**config.mk**
```make
export PLATFORM = sky130hd
export DESIGN_NAME = qlgs_ctrl
export DESIGN_NICKNAME = d
export VERILOG_FILES = /design/src/sv/qlgs_pkg.sv /design/src/sv/qlgs_ctrl.sv
export SDC_FILE = /design/constraint.sdc
export NUM_CORES = 1
export LEC_CHECK = 0
export ABC_AREA = 1
export BUFFER_PORTS_ARGS = -buffer_cell sky130_fd_sc_hd__buf_2
export CORE_MARGIN = 5
export CORE_UTILIZATION = 49
export CTS_BUF_LIST = sky130_fd_sc_hd__clkbuf_2 sky130_fd_sc_hd__clkbuf_4 sky130_fd_sc_hd__clkbuf_8
export DETAILED_ROUTE_END_ITERATION = 10
export PLACE_DENSITY = 0.84
export SYNTH_ARGS = -nofsm -noshare
export SYNTH_HDL_FRONTEND = slang
export SYNTH_SLANG_ARGS = --single-unit
```
**constraint.sdc**
```tcl
create_clock -name clk -period 1.4 [get_ports clk]
set_clock_uncertainty 0.05 [all_clocks]
set_input_delay 0 -clock clk [delete_from_list [all_inputs] [get_ports clk]]
set_output_delay 0 -clock clk [all_outputs]
set_load 0.05 [all_outputs]
```
**src/sv/qlgs_pkg.sv**
```systemverilog
// ----------------------------------------------------------------------------
// qlgs_pkg
// Shared types and constants of the Q-learning graph step engine.
// ----------------------------------------------------------------------------
package qlgs_pkg;

  localparam int STATE_W    = 4;
  localparam int NUM_STATES = 1 << STATE_W;

  localparam int Q_WIDTH_DEF        = 32;
  localparam int RATE_FRAC_BITS_DEF = 8;

  localparam int RAND_W     = 32;
  localparam int QOUT_W     = 32;
  localparam int IDX_W      = 7;
  localparam int CFG_IDX_W  = 2;
  localparam int CFG_DATA_W = 16;
  localparam int Q_FRAC     = 8;

  typedef enum logic [1:0] {
    ACT_SET_EDGE = 2'd0,
    ACT_START    = 2'd1,
    ACT_STEP     = 2'd2,
    ACT_READ_Q   = 2'd3
  } action_t;

  typedef enum logic [1:0] {
    CFG_LEARNING_RATE = 2'd0,
    CFG_DISCOUNT_RATE = 2'd1,
    CFG_GOAL_STATE    = 2'd2,
    CFG_REWARD_VALUE  = 2'd3
  } cfg_reg_t;

  typedef enum logic [1:0] {
    QA_SCAN = 2'd0,
    QA_SN   = 2'd1,
    QA_RQ   = 2'd2
  } qaddr_sel_t;

  typedef struct packed {
    logic       clr_wr;
    logic       load_in;
    logic       erd;
    logic       erd_src;
    logic       ewr;
    logic       row_load;
    logic       j_clr;
    logic       cnt_step;
    logic       mod_start;
    logic       pick_step;
    logic       max_issue;
    logic       q_rd;
    qaddr_sel_t q_sel;
    logic       mul1;
    logic       tgt;
    logic       diff;
    logic       mul2;
    logic       upd;
    logic       set_start;
    logic       set_err;
    logic       set_rq;
    logic       out_load;
  } qlgs_cmd_t;

  typedef struct packed {
    logic    clr_last;
    action_t act;
    logic    j_last;
    logic    cnt_zero;
    logic    mod_done;
    logic    hit;
    logic    out_free;
  } qlgs_sts_t;

endpackage

```
**src/sv/qlgs_ctrl.sv**
```systemverilog
// ----------------------------------------------------------------------------
// qlgs_ctrl
// Sequencer of the engine: clearing pass, item decode and step micro-steps.
// ----------------------------------------------------------------------------
module qlgs_ctrl (
  input  logic                clk,
  input  logic                rst,
  input  logic                in_valid,
  output logic                in_ready,
  input  qlgs_pkg::qlgs_sts_t sts,
  output qlgs_pkg::qlgs_cmd_t cmd
);

  typedef enum logic [19:0] {
    S_CLEAR     = 20'h00001,
    S_IDLE      = 20'h00002,
    S_DECODE    = 20'h00004,
    S_EDGE_WR   = 20'h00008,
    S_ROW_LOAD  = 20'h00010,
    S_COUNT     = 20'h00020,
    S_CHK       = 20'h00040,
    S_MOD_WAIT  = 20'h00080,
    S_START_SET = 20'h00100,
    S_PICK      = 20'h00200,
    S_MAX_SCAN  = 20'h00400,
    S_MAX_TAIL  = 20'h00800,
    S_Q_RD      = 20'h01000,
    S_MUL1      = 20'h02000,
    S_TGT       = 20'h04000,
    S_DIFF      = 20'h08000,
    S_MUL2      = 20'h10000,
    S_UPD       = 20'h20000,
    S_RQ_GET    = 20'h40000,
    S_RES       = 20'h80000
  } state_t;

  state_t state, state_next;

  assign in_ready = (state == S_IDLE);

  always_ff @(posedge clk) begin
    if (rst) begin
      state <= S_CLEAR;
    end else begin
      state <= state_next;
    end
  end

  always_comb begin
    cmd        = '0;
    cmd.q_sel  = qlgs_pkg::QA_SCAN;
    state_next = state;
    unique case (state)
      S_CLEAR: begin
        cmd.clr_wr = 1'b1;
        if (sts.clr_last) state_next = S_IDLE;
      end
      S_IDLE: begin
        if (in_valid) begin
          cmd.load_in = 1'b1;
          state_next  = S_DECODE;
        end
      end
      S_DECODE: begin
        unique case (sts.act)
          qlgs_pkg::ACT_SET_EDGE: begin
            cmd.erd     = 1'b1;
            cmd.erd_src = 1'b1;
            state_next  = S_EDGE_WR;
          end
          qlgs_pkg::ACT_START: begin
            state_next = S_START_SET;
          end
          qlgs_pkg::ACT_STEP: begin
            cmd.erd    = 1'b1;
            state_next = S_ROW_LOAD;
          end
          default: begin
            cmd.q_rd   = 1'b1;
            cmd.q_sel  = qlgs_pkg::QA_RQ;
            state_next = S_RQ_GET;
          end
        endcase
      end
      S_EDGE_WR: begin
        cmd.ewr    = 1'b1;
        state_next = S_RES;
      end
      S_ROW_LOAD: begin
        cmd.row_load = 1'b1;
        cmd.j_clr    = 1'b1;
        state_next   = S_COUNT;
      end
      S_COUNT: begin
        cmd.cnt_step = 1'b1;
        if (sts.j_last) state_next = S_CHK;
      end
      S_CHK: begin
        if (sts.cnt_zero) begin
          cmd.set_err = 1'b1;
          state_next  = S_RES;
        end else begin
          cmd.mod_start = 1'b1;
          state_next    = S_MOD_WAIT;
        end
      end
      S_MOD_WAIT: begin
        if (sts.mod_done) begin
          cmd.j_clr  = 1'b1;
          state_next = S_PICK;
        end
      end
      S_START_SET: begin
        cmd.set_start = 1'b1;
        state_next    = S_RES;
      end
      S_PICK: begin
        cmd.pick_step = 1'b1;
        if (sts.hit) begin
          cmd.j_clr  = 1'b1;
          state_next = S_MAX_SCAN;
        end
      end
      S_MAX_SCAN: begin
        cmd.max_issue = 1'b1;
        cmd.q_rd      = 1'b1;
        if (sts.j_last) state_next = S_MAX_TAIL;
      end
      S_MAX_TAIL: state_next = S_Q_RD;
      S_Q_RD: begin
        cmd.q_rd   = 1'b1;
        cmd.q_sel  = qlgs_pkg::QA_SN;
        state_next = S_MUL1;
      end
      S_MUL1: begin
        cmd.mul1   = 1'b1;
        state_next = S_TGT;
      end
      S_TGT: begin
        cmd.tgt    = 1'b1;
        state_next = S_DIFF;
      end
      S_DIFF: begin
        cmd.diff   = 1'b1;
        state_next = S_MUL2;
      end
      S_MUL2: begin
        cmd.mul2   = 1'b1;
        state_next = S_UPD;
      end
      S_UPD: begin
        cmd.upd    = 1'b1;
        state_next = S_RES;
      end
      S_RQ_GET: begin
        cmd.set_rq = 1'b1;
        state_next = S_RES;
      end
      S_RES: begin
        if (sts.out_free) begin
          cmd.out_load = 1'b1;
          state_next   = S_IDLE;
        end
      end
      default: state_next = S_CLEAR;
    endcase
  end

`ifndef SYNTHESIS
  a_clear_after_reset: assert property (@(posedge clk) $fell(rst) |-> state == S_CLEAR)
    else $error("clearing pass does not follow reset");
  a_pick_found: assert property (@(posedge clk) disable iff (rst)
    (state == S_PICK && sts.j_last) |-> sts.hit)
    else $error("move choice ran past the last allowed move");
  a_accept_decode: assert property (@(posedge clk) disable iff (rst)
    (in_valid && in_ready) |=> state == S_DECODE)
    else $error("accepted beat not decoded");
`endif

endmodule

```
==> results of run 1 <==
[metrics by stage]
step / area (sq um) / utilization, % / std cells
after CTS: 2630 / 96.2 / 362
after detailed placement: 2040 / 74.7 / 337
after global placement: 2040 / 74.7 / 337
after floorplan: 1500 / - / 228
[synthesized netlist by cell type, drive strengths merged]
library cell,number,share of area (%)
a21oi,3,1.1
o21ai,1,0.36
dfxtp,20,29
buf,2,1.6
o221ai,1,0.63
nand3,24,9.7
nor3,15,5.4
nor2,53,20
inv,56,15
clkbuf,1,0.27
o21bai,2,1.9
nand4,4,1.8
nand2,46,14
[logic make-up after synthesis]
kind of cell           after synthesis  synth area share (%)
buffers and inverters               59                  17.0
flip-flops                          20                  28.7
AO/OA/AOI/OAI                        7                  3.95
AND/OR/NAND/NOR                    142                  50.4
[repair_timing]
action,CTS
gates cloned,1
endpoints found under the hold margin,7
setup buffers,18
setup endpoints to repair,42
hold buffers,4
pin swaps,27
gates resized for setup,107
==> results.py, run 1 <==
metrics = {
    "clocking": {
        "cts-htree-levels": 1,
        "cts_root_buf": "clkbuf_4",
        "cts_buffer_depth": 2,
        "cts.sinks": 20,
        "cts_inserted_buffers": 3,
    },
    "floorplan": {
        "num_rows": 19,
        "ios": 35,
        "start_util_pct": 51.0,
        "die_w_um": 63.3,
        "die-height_um": 63.3,
    },
    "logic_synthesis": {
        "synth_cell_types": 18,
        "syn-num-nets": 239,
        "ys_seq_area_share_pct": 28.7,
        "synth_cells": 228,
        "synth_area_sq_um": 1390,
        "avgSynthCellArea_sq_um": 6.11,
        "ys_ff_latch": 20,
        "yosysWarnings": 0,
    },
    "global_routing": {
        "grt_max_degree": 11,
    },
    "sta": {
        "worst_endpoint": "cmd[11]",
        "worst-ep-kind": "top-level output",
    },
    "outcome": {
        "haltStage": "global routing",
        "status": "stopped before the end",
        "firstError": "[ERROR DPL-0038] Utilization greater than 100%, impossible to legalize",
    },
    "placement": {
        "dpl.hpwl_um": 3500,
        "numPortBuffers": 34,
        "dpl_worst_slack_ns": -0.382,
        "gp_congestion": 0.926,
    },
}
==> run 2, diff against run 1 <==
--- a/config.mk
+++ b/config.mk
@@ -8,10 +8,9 @@
 export ABC_AREA = 1
 export BUFFER_PORTS_ARGS = -buffer_cell sky130_fd_sc_hd__buf_2
 export CORE_MARGIN = 5
-export CORE_UTILIZATION = 49
-export CTS_BUF_LIST = sky130_fd_sc_hd__clkbuf_2 sky130_fd_sc_hd__clkbuf_4 sky130_fd_sc_hd__clkbuf_8
+export CORE_UTILIZATION = 37
 export DETAILED_ROUTE_END_ITERATION = 10
-export PLACE_DENSITY = 0.84
+export PLACE_DENSITY_LB_ADDON = 0.15
 export SYNTH_ARGS = -nofsm -noshare
 export SYNTH_HDL_FRONTEND = slang
 export SYNTH_SLANG_ARGS = --single-unit
==> constraint.sdc (replaced) <==
create_clock -name clk -period 1.8 [get_ports clk]
set_clock_uncertainty 0.05 [all_clocks]
set_input_delay 0 -clock clk [delete_from_list [all_inputs] [get_ports clk]]
set_output_delay 0 -clock clk [all_outputs]
set_load 0.05 [all_outputs]
==> run 2 against run 1 <==
Against the previous run: the run now ends clean; synthesized cell count did not move; synthesized area did not move.
==> results.py, run 2 <==
metrics = {
    "final_layout": {
        "layout_common_cells": "inv_1 (53), nand2_1 (29), nor2_2 (21), buf_2 (20), buf_4 (19)",
        "layout-drive-gt1-share_pct": 50.0,
        "reg_top3": "state: 20 flops",
        "stdcell_area_sq_um": 2140,
        "regMostFlops": "state",
        "layout_commonest_cell": "inv_1",
        "antennaDiodeCount": 0,
        "fin_util_pct": 58.5,
        "nets": 300,
        "area_growth_pct": 53.7,
        "largest_reg_flops": 20,
    },
    "sta": {
        "setup_viol": 0,
        "period_needed_ns": 1.76,
        "max_clock_freq_mhz": 568,
        "slew_viol_final": 0,
        "rsz0062_at_grt": "yes",
        "final-hold-violation-count": 0,
        "period_share_pct": 97.8,
        "tns_ns": 0,
        "setup_ws_ns": 0.0394,
        "timing.slew.headroom_pct": 78.9,
        "whs_ns": 0.00151,
        "tightestPinTransition_ns": 0.314,
    },
    "power": {
        "p_sw_uw": 900,
        "p_seq_share_pct": 26.4,
        "ir_worst_vdd_mv": 0.383,
        "combPwrFrac_pct": 54.8,
        "clkPwrFrac_pct": 18.8,
        "swShare_pct": 46.8,
        "leakage_uw": 0.00118,
        "p_int_uw": 1020,
        "powerDensity_nw_per_um2": 898,
    },
    "logic_synthesis": {
        "ys_seq_area_share_pct": 28.7,
        "syn-num-nets": 239,
        "synth.top_cell.area_share_pct": 28.7,
        "synth_common_cells": "inv_1 (56), nand2_1 (39), nor2_1 (30)",
        "ys_ff_latch": 20,
        "synth_cell_types": 18,
        "synth_cells": 228,
        "yosys.area.top_type": "dfxtp_1",
        "synth_area_leaders": "dfxtp_1 (29%), inv_1 (15%), nand2_1 (11%), nor2_2 (8.5%), nor2_1 (8.1%)",
        "synth_edf_count": 0,
        "avgSynthCellArea_sq_um": 6.11,
        "synth_area_sq_um": 1390,
        "synth_most_common_cell": "inv_1",
        "yosysWarnings": 0,
        "synth_ff_type": "dfxtp_1",
        "async_flop_share_pct": 0,
    },
    "setup_path": {
        "crit_fanout": 4,
        "r2r-end": "state[9]$_SDFFE_PP0P_",
        "critPathTopFamily": "simple AND/OR/NAND/NOR gates",
        "r2r-start": "state[7]$_SDFFE_PP0P_",
        "crit_arrival_ns": 1.71,
        "critPathLaunchType": "flip-flop",
        "cpPeakStageDelay_ns": 0.34,
        "cp-end-kind": "primary output",
        "crit_chain": "nor2_2 > nand2_2 > nor2_4 > buf_6 > nand3_1 > o221ai_2 > buf_4",
        "crit_buf_inv": 2,
        "reg2reg_slack_ns": 0.06,
        "cp_slowest_cell": "dfxtp_2",
        "cp.required_ns": 1.75,
        "worstRegToRegCells": 14,
        "setup.worst_path.class": "reg2out",
    },
    "drt": {
        "first_iter_violations": 53,
        "drc": 0,
        "antenna_left": 0,
        "wl_um": 4160,
        "routed-via-count": 1586,
        "wl_per_cell_um": 12.4,
        "avgViaCountPerCell": 4.72,
        "dr.pass1.iters": 4,
    },
    "global_routing": {
        "antenna_found_initial": 0,
        "grt_max_degree": 12,
        "grt_pass1_vias": 1444,
        "gr-usage-all-layers_pct": 15.4,
        "overflow": 0,
        "grt_pass1_wl_um": 6240,
    },
    "floorplan": {
        "die_w_um": 71.4,
        "start_util_pct": 38.1,
        "core_area_sq_um": 3660,
        "die-area_sq_um": 5090,
        "die-height_um": 71.4,
        "num_rows": 22,
        "ios": 35,
    },
    "min_path": {
        "holdCritStartpoint": "sts[7]",
        "whs_path_depth": 4,
        "hold_class": "in2reg",
        "hold_end": "state[0]$_SDFFE_PP1P_",
    },
    "placement": {
        "dpl_worst_slack_ns": 0.0214,
        "place_area_sq_um": 1710,
        "numPortBuffers": 34,
        "gp_congestion": 0.864,
        "dpl.hpwl_um": 3060,
    },
    "clocking": {
        "cts_root_buf": "clkbuf_8",
        "clkLatencyLatePin_ns": 0.27,
        "clk_pin_slew_ns": 0.08,
        "cts.sinks": 20,
        "cts_buffer_depth": 2,
        "cts-htree-levels": 1,
        "cts_inserted_buffers": 3,
        "cts_tree": "done",
    },
    "run": {
        "drv.max_cap_violation_count": 0,
    },
    "outcome": {
        "status": "complete, no violations",
    },
}
[run 2: cell counts after synthesis]
Identical to the previous run, type by type.
[run 2: how the worst max path moves through the flow]
stage	startpoint	end	cells after the start
3_5_place_dp	state[10]$_SDFFE_PP0P_	state[6]$_SDFFE_PP0P_	10
6_report	state[7]$_SDFFE_PP0P_	cmd[16]	7
4_1_cts	state[7]$_SDFFE_PP0P_	state[10]$_SDFFE_PP0P_	12
2_1_floorplan	state[14]$_SDFFE_PP0P_	state[3]$_SDFFE_PP0P_	10
5_1_grt	state[7]$_SDFFE_PP0P_	state[10]$_SDFFE_PP0P_	14
3_3_place_gp	state[10]$_SDFFE_PP0P_	state[6]$_SDFFE_PP0P_	10
[run 2: what timing repair did]
item | in CTS | in global routing
gates cloned | 0 | 2
endpoints found under the setup margin | 8 | 33
resized for setup | 11 | 82
hold buffers | 3 | 0
pin swaps | 2 | 25
setup buffers | 5 | 6
hold endpoints to repair | 4 | 0
[run 2: worst register-to-register path: cells and delay by family, from the launching register on]
family | cells | cell delay [ns]
simple gates | 12 | 1.01
flops | 1 | 0.34
buf+inv | 2 | 0.24
[run 2: metal layers]
metal	vias up	part of all wire (%)	GRT usage, %	wire, um
met4	0	2.4	5.43	101
met2	54	47	25.1	1970
met1	713	44	19.8	1840
met5	-	0	0	0
li1	808	-	-	-
met3	11	5.8	3.37	243
[run 2: power by group through the flow]
stage	logic [uW]	clock network (uW)	registers (uW)
floorplan	678	0	504
global placement	851	0	509
detailed placement	848	0	509
CTS	921	364	503
global route	1150	381	514
finish	1060	361	508
[run 2: layout make-up]
cell class	count	area, sq um
multi-input cells	151	956
flip-flops and latches	20	430
clock buffers	4	55.1
inverters	56	210
repair buffers	57	430
fillers	373	1520
well taps	48	60.1
[run 2: per-stage QoR]
| stage | power, uW | instances |
|---|---|---|
| 2_1_floorplan | 1180 | 228 |
| 3_3_place_gp | 1360 | 317 |
| 3_5_place_dp | 1360 | 317 |
| 4_1_cts | 1790 | 329 |
| 5_1_grt | 2040 | 336 |
| 6_report | 1920 | 336 |
[run 2: kinds of logic (layout without fill, tap and decap cells)]
logic type,after synthesis,in the layout,share of synthesized area [%]
simple gates,142,144,50.4
buf+inv,59,117,17.0
flops,20,20,28.7
compound gates,7,7,3.95
Power figures use the tool's default switching activity.
==> run 3, diff against run 2 <==
--- a/config.mk
+++ b/config.mk
@@ -5,11 +5,10 @@
 export SDC_FILE = /design/constraint.sdc
 export NUM_CORES = 1
 export LEC_CHECK = 0
-export ABC_AREA = 1
 export BUFFER_PORTS_ARGS = -buffer_cell sky130_fd_sc_hd__buf_2
-export CORE_MARGIN = 5
-export CORE_UTILIZATION = 37
+export CORE_AREA = 5 5 66 68
 export DETAILED_ROUTE_END_ITERATION = 10
+export DIE_AREA = 0 0 71 73
 export PLACE_DENSITY_LB_ADDON = 0.15
 export SYNTH_ARGS = -nofsm -noshare
 export SYNTH_HDL_FRONTEND = slang
==> run 3 against run 2 <==
Against the previous run: the flow now finishes with violations (setup timing); utilization is 23 points higher; sequential share of layout area is 6.6 points lower; first-iteration DRC count grew 34%; routed wire length increased by 48%; worst setup slack worse by 0.68 ns; sequential power decreased by 7.1%; critical path type is now reg2reg; highest routed layer unchanged.
==> results.py, run 3 <==
metrics = {
    "outcome": {
        "status": "finished, violations left",
        "violations": "setup timing",
    },
    "sta": {
        "period_needed_ns": 2.44,
        "timing.slew.headroom_pct": 67.2,
        "setup_ws_ns": -0.645,
        "whs_ns": 0.0247,
        "final-hold-violation-count": 0,
        "max_clock_freq_mhz": 409,
        "period_share_pct": 136,
        "slew_viol_final": 0,
        "rsz0062_at_grt": "yes",
        "setup_viol": 42,
        "tightestPinTransition_ns": 0.487,
    },
    "placement": {
        "numPortBuffers": 34,
        "dpl_worst_slack_ns": -0.502,
        "dpl.hpwl_um": 3870,
        "gp_congestion": 0.888,
    },
    "min_path": {
        "hold_end": "state[2]$_SDFFE_PP0P_",
        "hold_class": "in2reg",
        "holdCritStartpoint": "in_valid",
        "whs_path_depth": 4,
    },
    "setup_path": {
        "critPathLaunchType": "flip-flop",
        "worstRegToRegCells": 8,
        "cp.required_ns": 1.92,
        "crit_fanout": 7,
        "cp-end-kind": "flip-flop",
        "crit_arrival_ns": 2.57,
        "reg2reg_slack_ns": -0.64,
        "r2r-end": "state[11]$_SDFFE_PP0P_",
        "setup.worst_path.class": "reg2reg",
        "r2r-start": "state[0]$_SDFFE_PP1P_",
    },
    "floorplan": {
        "die_w_um": 71,
        "die-area_sq_um": 5180,
        "die-height_um": 73,
        "ios": 35,
        "num_rows": 23,
        "core_area_sq_um": 3800,
        "start_util_pct": 34.3,
    },
    "power": {
        "leakage_uw": 0.00129,
        "powerDensity_nw_per_um2": 670,
        "ir_worst_vdd_mv": 0.725,
        "total_power_uw": 2070,
    },
    "drt": {
        "drc": 0,
        "wl_per_cell_um": 18.0,
        "antenna_left": 0,
        "dr.pass1.iters": 4,
        "first_iter_violations": 71,
        "routed-via-count": 1864,
        "avgViaCountPerCell": 5.45,
        "wl_um": 6170,
    },
    "logic_synthesis": {
        "yosys.area_share.simple_pct": 54.8,
        "yosysWarnings": 0,
        "synth_fa_ha_area_share_pct": 0,
        "synth_area_sq_um": 1300,
        "synth.top_cell.area_share_pct": 30.7,
        "synth_edf_count": 0,
        "syn-num-nets": 167,
        "synth_cells": 156,
        "synth_ff_type": "dfxtp_1",
        "synth_most_common_cell": "nor2_1",
        "synth_top_family_by_area": "simple AND/OR/NAND/NOR gates",
        "synth_area_leaders": "dfxtp_1 (31%), nor4_4 (8.2%), nor2_1 (6.6%), nor4_1 (3.8%), nand2_1 (3.5%)",
        "muxShareOfSynthArea_pct": 0,
        "synth_compound_area_share_pct": 9.31,
        "synthXorXnorAreaFrac_pct": 2.02,
        "ys_seq_area_share_pct": 30.7,
        "ys_ff_latch": 20,
        "avgSynthCellArea_sq_um": 8.36,
        "yosys.area.top_type": "dfxtp_1",
        "synth_cell_types": 38,
        "synth_common_cells": "nor2_1 (23), dfxtp_1 (20), nand2_1 (12)",
        "async_flop_share_pct": 0,
    },
    "final_layout": {
        "largest_reg_flops": 20,
        "seq_area_sq_um": 418,
        "area_growth_pct": 137,
        "multi_input_area_sq_um": 1260,
        "regMostFlops": "state",
        "layout_common_cells": "buf_4 (69), buf_6 (33), buf_8 (16), nor2_1 (12), dfxtp_1 (12)",
        "nets": 304,
        "nFillCells": 219,
        "layout-drive-gt1-share_pct": 72.3,
        "reg_top3": "state: 20 flops",
        "layout_commonest_cell": "buf_4",
        "antennaDiodeCount": 0,
    },
    "clocking": {
        "cts_root_buf": "clkbuf_8",
        "cts.sinks": 20,
        "cts_buffer_depth": 2,
        "cts-htree-levels": 1,
        "clkLatencyLatePin_ns": 0.26,
        "clk_pin_slew_ns": 0.08,
        "cts_inserted_buffers": 3,
        "cts_tree": "done",
    },
    "global_routing": {
        "gr-usage-all-layers_pct": 21.1,
        "antenna_found_initial": 0,
        "overflow": 0,
        "grt_pass1_vias": 1879,
        "grt_max_degree": 13,
        "grt_pass1_wl_um": 8780,
    },
    "run": {
        "drv.max_cap_violation_count": 0,
    },
}
run 3: cell count changes after synthesis, sizes merged, moves of 4 or more:
cell,before,now
nand2,46,12
inv,56,8
nand3b,0,5
o21ai,1,5
nor3b,0,5
nor4,0,13
nor2,53,23
nand3,24,7
nand2b,0,4
nor3,15,9
nor2b,0,5
nor4b,0,4
run 3: repair_timing:
item                                    4_1_cts  5_1_grt
buffers inserted                             22       16
resized for setup                           108       56
endpoints found under the hold margin         7        0
hold buffers                                  4        0
endpoints found under the setup margin       41       41
pin swaps                                    16       32
run 3: kinds of logic after synthesis:
family,count (synthesis)
buf+inv,9
simple gates,106
compound gates,18
xor+xnor,3
flops,20
run 3: through the flow:
stage / area [sq um] / utilization [%] / instances / TNS [ns]
floorplan: 1440 / - / 156 / -10.85
global placement: 2170 / 57.1 / 305 / -9.09
detailed placement: 2170 / 57.1 / 305 / -10.01
CTS: 2800 / 73.6 / 332 / -14.04
global route: 3100 / 81.5 / 342 / -21.63
finish: 3100 / 81.5 / 342 / -18.16
run 3: worst max-delay path by stage:
| stage | startpoint | end | slack (ns) | cells after the start |
|---|---|---|---|---|
| finish | state[0]$_SDFFE_PP1P_ | state[11]$_SDFFE_PP0P_ | -0.64 | 8 |
| detailed placement | state[0]$_SDFFE_PP1P_ | state[11]$_SDFFE_PP0P_ | -0.50 | 7 |
| floorplan | state[9]$_SDFFE_PP0P_ | state[12]$_SDFFE_PP0P_ | -0.61 | 7 |
| CTS | state[7]$_SDFFE_PP0P_ | cmd[19] | -0.57 | 8 |
| global route | state[6]$_SDFFE_PP0P_ | cmd[19] | -0.73 | 8 |
| global placement | state[0]$_SDFFE_PP1P_ | state[11]$_SDFFE_PP0P_ | -0.48 | 7 |
run 3: layer usage:
metal  up-vias  track usage (%)  part of all wire [%]  wire [um]
met3        19             3.31                   4.0        248
met1       916             25.6                    40       2450
met4         0             6.68                   3.6        223
met2        72             38.1                    53       3250
met5         -                0                     0          0
li1        857                -                     -          -
run 3: cell type report:
cell class              count  share of cell area (%)
clock inverters             1                   0.970
repair buffers            133                    40.1
multi-input cells         127                    40.7
flip-flops and latches     20                    13.5
clock buffers               3                    1.33
inverters                   8                    1.41
well taps                  50                    2.02
run 3: worst max-delay path, stage by stage (launching register included):
cell and delay, ns:
dfxtp_2 0.34, nor4_4 0.42, buf_4 0.20, buf_6 0.09
and4_4 0.22, nand4b_1 0.22, nor2b_4 0.20, a41o_4 0.35
nor4_2 0.25
run 3: power by group:
group | internal, uW | switching (uW) | total, uW
clock | 297 | 164 | 461
sequential | 455 | 16.9 | 472
combinational | 590 | 551 | 1140
